## src/sv/dnhf_pkg.sv

```systemverilog
// Shared types, constants and helpers for the diagonal-neighbor hole fill block.
`timescale 1ns / 1ps
package dnhf_pkg;

    // Geometry defaults and limits
    localparam int MAX_WIDTH_DEF  = 1024;
    localparam int MAX_HEIGHT_DEF = 1024;
    localparam int CFG_W          = 11;
    localparam int MIN_DIM        = 3;
    localparam int RESET_DIM      = 1024;

    // Register indexes of the configuration port
    localparam logic REG_IMAGE_WIDTH  = 1'b0;
    localparam logic REG_IMAGE_HEIGHT = 1'b1;

    // Input request kinds
    localparam logic ACT_PIXEL = 1'b0;
    localparam logic ACT_DRAIN = 1'b1;

    // Q1.14 pixel codes
    localparam logic signed [15:0] HOLE_VALUE = -16'sd16384;
    localparam logic [14:0]        ONE_VALUE  = 15'd16384;
    localparam logic [14:0]        ZERO_VALUE = 15'd0;

    // floor(x/3) == (x * RECIP3) >> RECIP3_SHIFT for every x below 2^17
    localparam logic [15:0] RECIP3       = 16'd43691;
    localparam int          RECIP3_SHIFT = 17;

    typedef struct packed {
        logic               action;
        logic signed [15:0] pixel_in;
    } in_item_t;

    typedef struct packed {
        logic [14:0] pixel_out;
        logic        last_pixel;
    } out_item_t;

    typedef enum logic [3:0] {
        ST_IDLE,
        ST_DECIDE,
        ST_RD_C,
        ST_RD_N0,
        ST_RD_N1,
        ST_RD_N2,
        ST_GATHER,
        ST_SUM,
        ST_DIV,
        ST_LOAD,
        ST_WRITE
    } state_t;

    typedef enum logic [1:0] {
        RD_CENTER,
        RD_NB0,
        RD_NB1,
        RD_NB2
    } rd_sel_t;

    typedef enum logic [2:0] {
        CAP_NONE,
        CAP_CENTER,
        CAP_NB0,
        CAP_NB1,
        CAP_NB2
    } cap_sel_t;

    // Controller to datapath
    typedef struct packed {
        logic     capture;
        rd_sel_t  rd_sel;
        cap_sel_t cap_sel;
        logic     sum_en;
        logic     div_en;
        logic     load_en;
        logic     write_en;
    } dnhf_cmd_t;

    // Datapath to controller
    typedef struct packed {
        logic is_drain;
        logic rcv_done;
        logic emit_ok;
        logic out_free;
    } dnhf_sts_t;

    // Clamp a written dimension to [MIN_DIM, max_dim]
    function automatic logic [CFG_W-1:0] clamp_dim(input logic [CFG_W-1:0] value,
                                                   input int max_dim);
        logic [CFG_W-1:0] res;
        res = value;
        if (value < CFG_W'(MIN_DIM)) begin
            res = CFG_W'(MIN_DIM);
        end else if (int'(value) > max_dim) begin
            res = CFG_W'(max_dim);
        end
        return res;
    endfunction

endpackage

```

## src/sv/dnhf_ctrl.sv

```systemverilog
// Hole fill sequencer: steps requests through reads, math, output and write as needed.
`timescale 1ns / 1ps
module dnhf_ctrl
    import dnhf_pkg::*;
(
    input  logic      aclk,
    input  logic      aresetn,
    input  logic      s_valid,
    output logic      s_ready,
    input  dnhf_sts_t sts,
    output dnhf_cmd_t cmd
);

    state_t state_reg;
    state_t state_next;

    // State register
    always_ff @(posedge aclk) begin
        if (!aresetn) begin
            state_reg <= ST_IDLE;
        end else begin
            state_reg <= state_next;
        end
    end

    // Next state and commands
    always_comb begin
        state_next  = state_reg;
        s_ready     = 1'b0;
        cmd         = '0;
        cmd.rd_sel  = RD_CENTER;
        cmd.cap_sel = CAP_NONE;
        unique case (state_reg)
            ST_IDLE: begin
                s_ready = 1'b1;
                if (s_valid) begin
                    cmd.capture = 1'b1;
                    state_next  = ST_DECIDE;
                end
            end
            ST_DECIDE: begin
                if (sts.is_drain) begin
                    state_next = sts.rcv_done ? ST_RD_C : ST_IDLE;
                end else if (sts.rcv_done) begin
                    state_next = ST_IDLE;       // pixel past the end of the image
                end else begin
                    state_next = sts.emit_ok ? ST_RD_C : ST_WRITE;
                end
            end
            ST_RD_C: begin
                cmd.rd_sel = RD_CENTER;
                state_next = ST_RD_N0;
            end
            ST_RD_N0: begin
                cmd.rd_sel  = RD_NB0;
                cmd.cap_sel = CAP_CENTER;
                state_next  = ST_RD_N1;
            end
            ST_RD_N1: begin
                cmd.rd_sel  = RD_NB1;
                cmd.cap_sel = CAP_NB0;
                state_next  = ST_RD_N2;
            end
            ST_RD_N2: begin
                cmd.rd_sel  = RD_NB2;
                cmd.cap_sel = CAP_NB1;
                state_next  = ST_GATHER;
            end
            ST_GATHER: begin
                cmd.cap_sel = CAP_NB2;
                state_next  = ST_SUM;
            end
            ST_SUM: begin
                cmd.sum_en = 1'b1;
                state_next = ST_DIV;
            end
            ST_DIV: begin
                cmd.div_en = 1'b1;
                state_next = ST_LOAD;
            end
            ST_LOAD: begin
                if (sts.out_free) begin
                    cmd.load_en = 1'b1;
                    state_next  = sts.is_drain ? ST_IDLE : ST_WRITE;
                end
            end
            ST_WRITE: begin
                cmd.write_en = 1'b1;
                state_next   = ST_IDLE;
            end
            default: begin
                state_next = ST_IDLE;
            end
        endcase
    end

endmodule

```

## config.mk

```make
export PLATFORM = sky130hd
export DESIGN_NAME = dnhf_ctrl
export DESIGN_NICKNAME = d
export VERILOG_FILES = /design/src/sv/dnhf_pkg.sv /design/src/sv/dnhf_ctrl.sv
export SDC_FILE = /design/constraint.sdc
export NUM_CORES = 1
export LEC_CHECK = 0
export BUFFER_PORTS_ARGS = -buffer_cell sky130_fd_sc_hd__clkbuf_2
export CORE_AREA = 4 4 41 43
export CTS_BUF_LIST = sky130_fd_sc_hd__clkbuf_16
export DETAILED_ROUTE_END_ITERATION = 10
export DIE_AREA = 0 0 45 47
export HOLD_SLACK_MARGIN = 0.15
export SYNTH_ARGS = -nofsm -noshare
export SYNTH_HDL_FRONTEND = slang
export SYNTH_SLANG_ARGS = --single-unit
```

## constraint.sdc

```tcl
create_clock -name aclk -period 4 [get_ports aclk]
set_input_delay 0.2 -clock aclk [delete_from_list [all_inputs] [get_ports aclk]]
set_output_delay 0.2 -clock aclk [all_outputs]
set_load 0.02 [all_outputs]
```

### After elaboration in Yosys (flattened, before gate mapping)

Cells that the tools add are included.

| operators by class | value |
|---|---|
| reduce and logical (&&, ||, !) cells | 2 |
| eq/ne operators | 12 |
| multiplexer cells | 18 |

Operator list:

| kind | count |
|---|---|
| $pmux 4 s10 | 1 |
| $mux 4 | 6 |
| $eq 4x3->1 const B | 4 |
| $eq 4x4->1 const B | 3 |
| $pmux 3 s4 | 1 |
| $eq 4x2->1 const B | 2 |
| $mux 1 | 8 |
| $pmux 2 s3 | 1 |
| $eq 4x1->1 const B | 1 |
| $logic_not 4->1 | 1 |
| $ne 2x2->1 const B | 2 |
| $mux 2 | 1 |
| $reduce_and 2->1 | 1 |

| word-level totals | value |
|---|---|
| output and inout port bits | 11 |
| input bits | 7 |
| register bits | 4 |

### Logic depth before layout (Yosys ltp)

Gate-level depths: netlist of run 1.

| depth | value |
|---|---|
| word-level depth | 4 |
| mapped depth | 5 |

### Least setup slack after synthesis of run 1

No wires, ideal clock.

| path | value |
|---|---|
| kind | flip-flop to flip-flop |
| from | register state_reg[3] |
| to | register state_reg[3] |
| required time | 3884 ps |
| library setup time | 116 ps |
| cell stages (with the launch flop) | 6 |
| setup slack | 2498 ps |
| arrival time | 1386 ps |
| period minus slack after synthesis | 1502 ps |
| path buffers | 1 |
| cell sequence | dfxtp_1 > buf_4 > nor4_4 > nor2b_1 > nor2_1 > a31o_1 |

| on the way | value |
|---|---|
| longest elaborated chain between the ends | 3 |
| elaborated cells on any way between the ends | 14 |
| those cells by class | eq/ne: 11; mux: 1; reduce/logical: 2 |

Ends and longest elaborated chain:

| what | RTL line | source |
|---|---|---|
| start, declared | dnhf_ctrl.sv:14 | `state_t state_reg;` |
| start signal, assigned | dnhf_ctrl.sv:22 | `state_reg <= state_next;` |
| $eq 4x4->1 / $logic_not 4->1 (equally long branches) | dnhf_ctrl.sv:33 | `unique case (state_reg)` |
| $ne 2x2->1 (no source line) | -- |  |
| $reduce_and 2->1 (no source line) | -- |  |

Parallel ways exist; a longest one is shown, timed or not.
A chain may end at the register's enable or synchronous reset.

==> results of run 1 <==
logic make-up (layout without fill, tap and decap cells):
kind of cell,count (synthesis),in the layout
simple gates,29,29
compound gates,7,7
buf+inv,6,22
flops,4,4
xor+xnor,2,2
mux,1,1
worst max path at each step:
stage	start	endpoint	slack [ns]	cells after the start
2_1_floorplan	state_reg[3]	state_reg[3]	2.50	5
3_3_place_gp	state_reg[3]	state_reg[1]	2.45	4
3_5_place_dp	state_reg[3]	state_reg[1]	2.44	4
4_1_cts	state_reg[3]	cmd[2]	2.24	3
5_1_grt	state_reg[3]	cmd[1]	2.13	3
6_report	state_reg[3]	cmd[2]	2.25	3
worst max-delay path: cells and delay by family (launching register included):
kind | cells | cell delay (ns)
simple gates | 2 | 0.58
flops | 1 | 0.56
buf+inv | 1 | 0.18
synth_stat cells (2+ instances only):
cell type,instances
nand2_1,2
nor3_1,3
inv_1,2
a21oi_1,2
dfxtp_1,4
nor2_1,10
nor3b_1,3
buf_4,3
cell type report:
class / count / area, sq um / area share [%]
multi-input combinational: 39 / 261.5 / 49.53
timing repair buffer: 17 / 85.08 / 16.11
sequential: 4 / 80.08 / 15.17
clock buffer: 3 / 75.07 / 14.22
inverter: 2 / 7.507 / 1.422
tap: 15 / 18.77 / 3.555
power breakdown:
part / total [mW] / switching, mW / leakage (nW) / internal (mW)
Sequential: 0.0489 / 0.00664 / 0.0326 / 0.0422
Combinational: 0.0320 / 0.0163 / 0.156 / 0.0157
Clock: 0.155 / 0.0278 / 0.0370 / 0.128
routing by layer:
| metal | track usage [%] | share of wire, % | wire length (um) |
|---|---|---|---|
| met5 | 0 | 0 | 0 |
| met4 | 8.772 | 3.6 | 32 |
| met3 | 4.215 | 8.3 | 74 |
| met2 | 14.69 | 46 | 413 |
| met1 | 10.20 | 41 | 368 |
through the flow:
stage | cells | power [mW] | utilization (%) | hold WS [ns]
finish | 80 | 0.2363 | 40.58 | 0.2217
global route | 80 | 0.2463 | 40.58 | 0.2397
CTS | 80 | 0.2402 | 40.58 | 0.2243
detailed placement | 77 | 0.08162 | 34.81 | 0.4532
global placement | 77 | 0.08164 | 34.81 | 0.4560
floorplan | 49 | 0.07332 | - | 0.3177
==> summary.txt, run 1 <==
Worst setup path
  • Critical Path AT: between 1.5 and 2 ns
  • Crit Path Category: reg -> out
  • CP max stage cell: dfxtp_1
  • Max incr delay on CP: ~0.56 ns
  • Reg-to-reg startpoint: state_reg[3]
  • R2R Path End: state_reg[1]
  • R2R setup slack: roughly 2.4 ns
  • Worst reg2reg path depth: 4
  • Crit path cell chain: or3b_1, nor2_1, clkbuf_2
  • Worst Path Max Fanout: 12
  • Crit path required time: about 3.8 ns
  • Crit end category: primary output
  • Worst setup SP type: register

Synth
  • Post-synth EDFFs: 0
  • Yosys top cell area share: a little over a fifth
  • Synth Warn #: 0
  • Avg Cell Area, Syn: roughly 7.8 sq um
  • Post-synthesis simple-gate area fraction: 48.69%
  • Cell variety after synth: 28
  • Synth area leaders: dfxtp_1, nor2_1, buf_4
  • Sequential fraction of the synthesis area: 20.92%
  • Compound-cell area share of the yosys netlist: 12.09%
  • Top_reg_cell synth: dfxtp_1
  • Synth Area in Adders: 0%
  • Mux share of post-synthesis cell area: 2.941%
  • Xor/xnor share of the synthesized area: roughly 4.6%
  • Number of synthesized register bits: 4
  • Synth Cell Area: around 380 sq um
  • Syn Nets: 56
  • Cells after Synth: 49
  • Cell taking the most area after synthesis: dfxtp_1
  • Main combinational cell family by area after synthesis: simple AND/OR/NAND/NOR gates
  • Ys async rst share: 0%

Clock tree
  • CTS Sinks: 4
  • Post-CTS Setup Bufs: 0
  • Clock transition at path regs: about 0.030 ns
  • CTS root buf: clkbuf_16
  • CTS Buf Count: 3
  • Worst-Skew Late Latency: 0.22 ns
  • CTS tree: yes
  • CTS Buffer Depth: 2
  • CTS resizes: 0
  • H-tree depth: 1
  • Cts hold-fix bufs: 0

GRT
  • Overall Global Routing Usage: under 10%
  • Vias in the first global route: between 300 and 400
  • Global-route wire length before repair: 1407 um
  • Largest net degree at the start of global routing: 13
  • Initial antenna violation count: 0
  • Global route overflow: 0

Layout
  • Ratio of cells with drive above 1 in the final layout: about 38%
  • Most frequent cells in the layout: clkbuf_2, nor2_1, dfxtp_1
  • Nets: 74
  • Filler instances: between 100 and 150
  • Final instance area: about 530 sq um
  • Most common cell after layout, fill and taps aside: clkbuf_2
  • Layout area overhead: 37.91%
  • Max reg flops: 4
  • # diodes: 0

Floorplan
  • Die X-Extent: roughly 45 um
  • Rows: 13
  • Die area: between 2000 and 2500 sq um
  • Core area: between 1000 and 1500 sq um
  • Top Ports: 18
  • Starting density of the core: about 30%
  • Die Ht: 47 um

Route
  • DR vias: roughly 390
  • Remaining antenna violation count: 0
  • First-pass iteration count of the detailed router: 4
  • Detailed Route WL: roughly 900 um
  • Iter 0 DRT Violations: 6
  • Vias/cell: roughly 4.8
  • Per-cell routed wire length: about 11 um
  • DRC: 0

Worst hold path
  • Hold_sp: aresetn
  • Hold Path Class: in -> reg
  • WHS Path Cells: 2
  • Worst hold endpoint: state_reg[0]

STA
  • Final Hold Violating Endpoints: 0
  • Slew Limit Fails: 0
  • Max_slew headroom: ~72%
  • Setup Viol. Count Final: 0
  • RSZ-0062 raised after global routing: false
  • Setup TNS Final: 0 ns
  • Worst clock skew: 0.004051 ns
  • Worst-Margin Slew: about 0.42 ns
  • Crit path time final: between 1.5 and 2 ns
  • Setup ws final: between 2 and 2.5 ns
  • F_max: about 570 MHz
  • Final Cycle Share: between 40 and 50%

Placed design
  • Port buffer count: 17
  • GPL Wtd Cong: a little under 0.8
  • Dpl ws: around 2.4 ns
  • Half-perimeter wire length after placement: around 670 um
  • Area after DPL: ~450 sq um

Run
  • Max-Cap Viols: 0

Status
  • Outcome: finished, final reports clean

Power
  • Peak VDD IR: approximately 0.00034 V
  • Pwr per Cell Area: between 400 and 500 nW/um^2
  • Leakage dissipation: about 0.23 nW
Note: power is estimated with default switching activity, not from simulation.
==> run 2: changes to the inputs <==
- ABC_AREA: not set -> 1
- clock period: 4 -> 1.7 ns (I/O delays scaled with it)
==> run 2 against run 1 <==
  * Total power is 150% higher
  * Cell count is 28% higher
  * Clock power is 130% higher
  * Final area is 1.4% higher
  * Critical path depth is 3 higher
  * Hold slack worse by 0.0089 ns
  * First-iteration DRC count is 17% lower
  * Flip-flop and latch count stayed put
  * Global-route usage is 1.2 points higher
  * Non-clock buffer count is 1 higher
  * Wire length is 7.2% higher
  * Critical path type unchanged
  * Critical endpoint is now cmd[5]
  * Largest cell class unchanged
  * Highest routed layer unchanged
==> summary.txt, run 2 <==
Run
  • Max-Cap Viols: 0

Synth
  • Yosys top cell area share: 23.10%
  • Synth area leaders: dfxtp_1, nand2_1, inv_1
  • Synth Warn #: 0
  • Commonest cells post-synth: nand2_1, inv_1, nor2_1, nand3_1, dfxtp_1
  • Cell variety after synth: 13
  • Top_reg_cell synth: dfxtp_1
  • Avg Cell Area, Syn: between 5 and 6 sq um
  • Mux share of post-synthesis cell area: 0%
  • Ys async rst share: 0%
  • Compound-cell area share of the yosys netlist: between 10% and 20%
  • Cells after Synth: 66
  • Syn Nets: 73
  • Main combinational cell family by area after synthesis: simple AND/OR/NAND/NOR gates
  • Cell taking the most area after synthesis: dfxtp_1
  • Number of synthesized register bits: 4
  • Synth Cell Area: ~350 sq um
  • Xor/xnor share of the synthesized area: 0%
  • Count leader, synth: nand2_1
  • Sequential fraction of the synthesis area: between 20 and 25%
  • Synth Area in Adders: 0%
  • Post-synth EDFFs: 0
  • Post-synthesis simple-gate area fraction: around 48%

Worst setup path
  • Critical Path AT: 1.19 ns
  • Worst reg2reg path depth: 7
  • Crit Path Category: reg -> out
  • R2R setup slack: 0.49 ns
  • Worst Path Max Fanout: 5
  • Worst setup SP type: register
  • Crit end category: primary output
  • Crit path required time: ~1.6 ns

Power
  • Net Switching: 0.1474 mW
  • Peak VDD IR: approximately 0.00065 V
  • Clock power frac: between 60% and 70%
  • Combinational power share: 18.8%
  • Sw Ratio: 25.08%
  • Leakage dissipation: between 0.3 and 0.4 nW
  • Power share of the sequential group: roughly a fifth
  • Total power: about 0.6 mW
  • Cell Int Power: roughly 0.44 mW
  • Pwr per Cell Area: around 1100 nW/um^2

STA
  • Setup TNS Final: 0 ns
  • Crit path time final: roughly 1.3 ns
  • Slew Limit Fails: 0
  • Max_slew headroom: around 83%
  • Worst clock skew: about 0.00050 ns
  • F_max: ~780 MHz
  • RSZ-0062 raised after global routing: false
  • Final Hold Violating Endpoints: 0
  • Final Cycle Share: around 75%
  • Setup Viol. Count Final: 0
  • Hold WS: approximately 0.21 ns
  • Worst-Margin Slew: 0.2548 ns

Clock tree
  • Worst-Skew Late Latency: about 0.22 ns
  • CTS root buf: clkbuf_16
  • H-tree depth: 1
  • Clock transition at path regs: roughly 0.03 ns
  • CTS Sinks: 4
  • CTS tree: yes
  • CTS Buf Count: 3
  • CTS resizes: 0
  • CTS Buffer Depth: 2

Layout
  • Filler instances: approximately 150
  • Ratio of cells with drive above 1 in the final layout: between 30% and 40%
  • # diodes: 0
  • Sequential cell area: about 80 sq um
  • Most common cell after layout, fill and taps aside: clkbuf_2
  • Final core utilization: 41.15%
  • Most frequent cells in the layout: clkbuf_2, nand2_1, inv_1
  • Layout area overhead: 54.51%
  • Nets: 96
  • Multi-input combinational cell area: a little over 200 sq um
  • Max reg flops: 4

Floorplan
  • Die Ht: around 47 um
  • Die area: approximately 2100 sq um
  • Rows: 13
  • Die X-Extent: roughly 45 um
  • Core area: roughly 1300 sq um
  • Top Ports: 18
  • Starting density of the core: 26.63%

Route
  • DRC: 0
  • First-pass iteration count of the detailed router: 4
  • Vias/cell: 4.363
  • DR vias: 445
  • Remaining antenna violation count: 0
  • Detailed Route WL: 953 um
  • Iter 0 DRT Violations: 5
  • Per-cell routed wire length: approximately 9.3 um

GRT
  • Largest net degree at the start of global routing: 8
  • Initial antenna violation count: 0
  • Overall Global Routing Usage: 10.89%
  • Vias in the first global route: 388
  • Global route overflow: 0
  • Global-route wire length before repair: about 1600 um

Placed design
  • Port buffer count: 17
  • Half-perimeter wire length after placement: 753.7 um
  • GPL Wtd Cong: approximately 0.76

Status
  • Outcome: finished, final reports clean

Worst hold path
  • WHS Path Cells: 4
  • Hold Path Class: in -> reg
==> run 2: changes by cell type after synthesis, moves of 2 or more <==
cell / before / now
inv_1: 2 / 13
nand2_1: 2 / 16
nand3_1: 0 / 6
o21ai_0: 0 / 3
inv_2: 0 / 3
buf_4: 3 / 0
nor3b_1: 3 / 0
nand2_2: 0 / 2
nor2_2: 0 / 3
==> run 2: cell type report <==
cell class              instances  share of cell area (%)
multi-input cells              46                   38.55
well taps                      15                   3.505
repair buffers                 18                   17.76
clock buffers                   3                   14.02
flip-flops and latches          4                   14.95
inverters                      16                   11.21
==> run 2: what timing repair did <==
| action | in CTS | in global routing |
|---|---|---|
| hold endpoints to repair | 4 | 0 |
| setup buffers | 0 | 0 |
| hold buffers | 1 | 0 |
==> run 2: worst paths after layout <==
kind                                   start            to
worst min-delay path                  sts[0]  state_reg[3]
worst max register to register  state_reg[0]  state_reg[3]
worst max-delay path            state_reg[3]        cmd[5]
worst min register to register  state_reg[0]  state_reg[0]
==> run 2: per-stage QoR <==
step / worst slack, ns / cells / area (sq um)
2_1_floorplan: 0.5535 / 66 / 346.6
3_3_place_gp: 0.5542 / 98 / 450.4
3_5_place_dp: 0.5514 / 98 / 450.4
4_1_cts: 0.4228 / 102 / 535.5
5_1_grt: 0.2969 / 102 / 535.5
6_report: 0.4225 / 102 / 535.5
==> run 2: kinds of logic after synthesis <==
kind of cell | count (synthesis)
buf+inv | 16
flops | 4
simple gates | 38
compound gates | 8
==> run 2: critical path, stage by stage (launching register included) <==
cell and delay (ns):
dfxtp_1 0.38, inv_1 0.09, nand2_1 0.14, inv_1 0.07
nand2_1 0.10, inv_1 0.05, clkbuf_2 0.14
==> run 2: power by group through the flow <==
stage / Clock [mW] / Sequential, mW / Combinational (mW)
floorplan: 0 / 0.112 / 0.0783
global placement: 0 / 0.114 / 0.108
detailed placement: 0 / 0.114 / 0.108
CTS: 0.369 / 0.113 / 0.111
global route: 0.377 / 0.115 / 0.126
finish: 0.364 / 0.113 / 0.111
==> run 2: metal layers <==
| metal | vias to the layer above | share of wire [%] | track usage [%] |
|---|---|---|---|
| met3 | 4 | 4.0 | 3.448 |
| met1 | 185 | 44 | 12.70 |
| met4 | 0 | 2.6 | 8.772 |
| met5 | - | 0 | 0 |
| met2 | 10 | 49 | 16.38 |
| li1 | 246 | - | - |
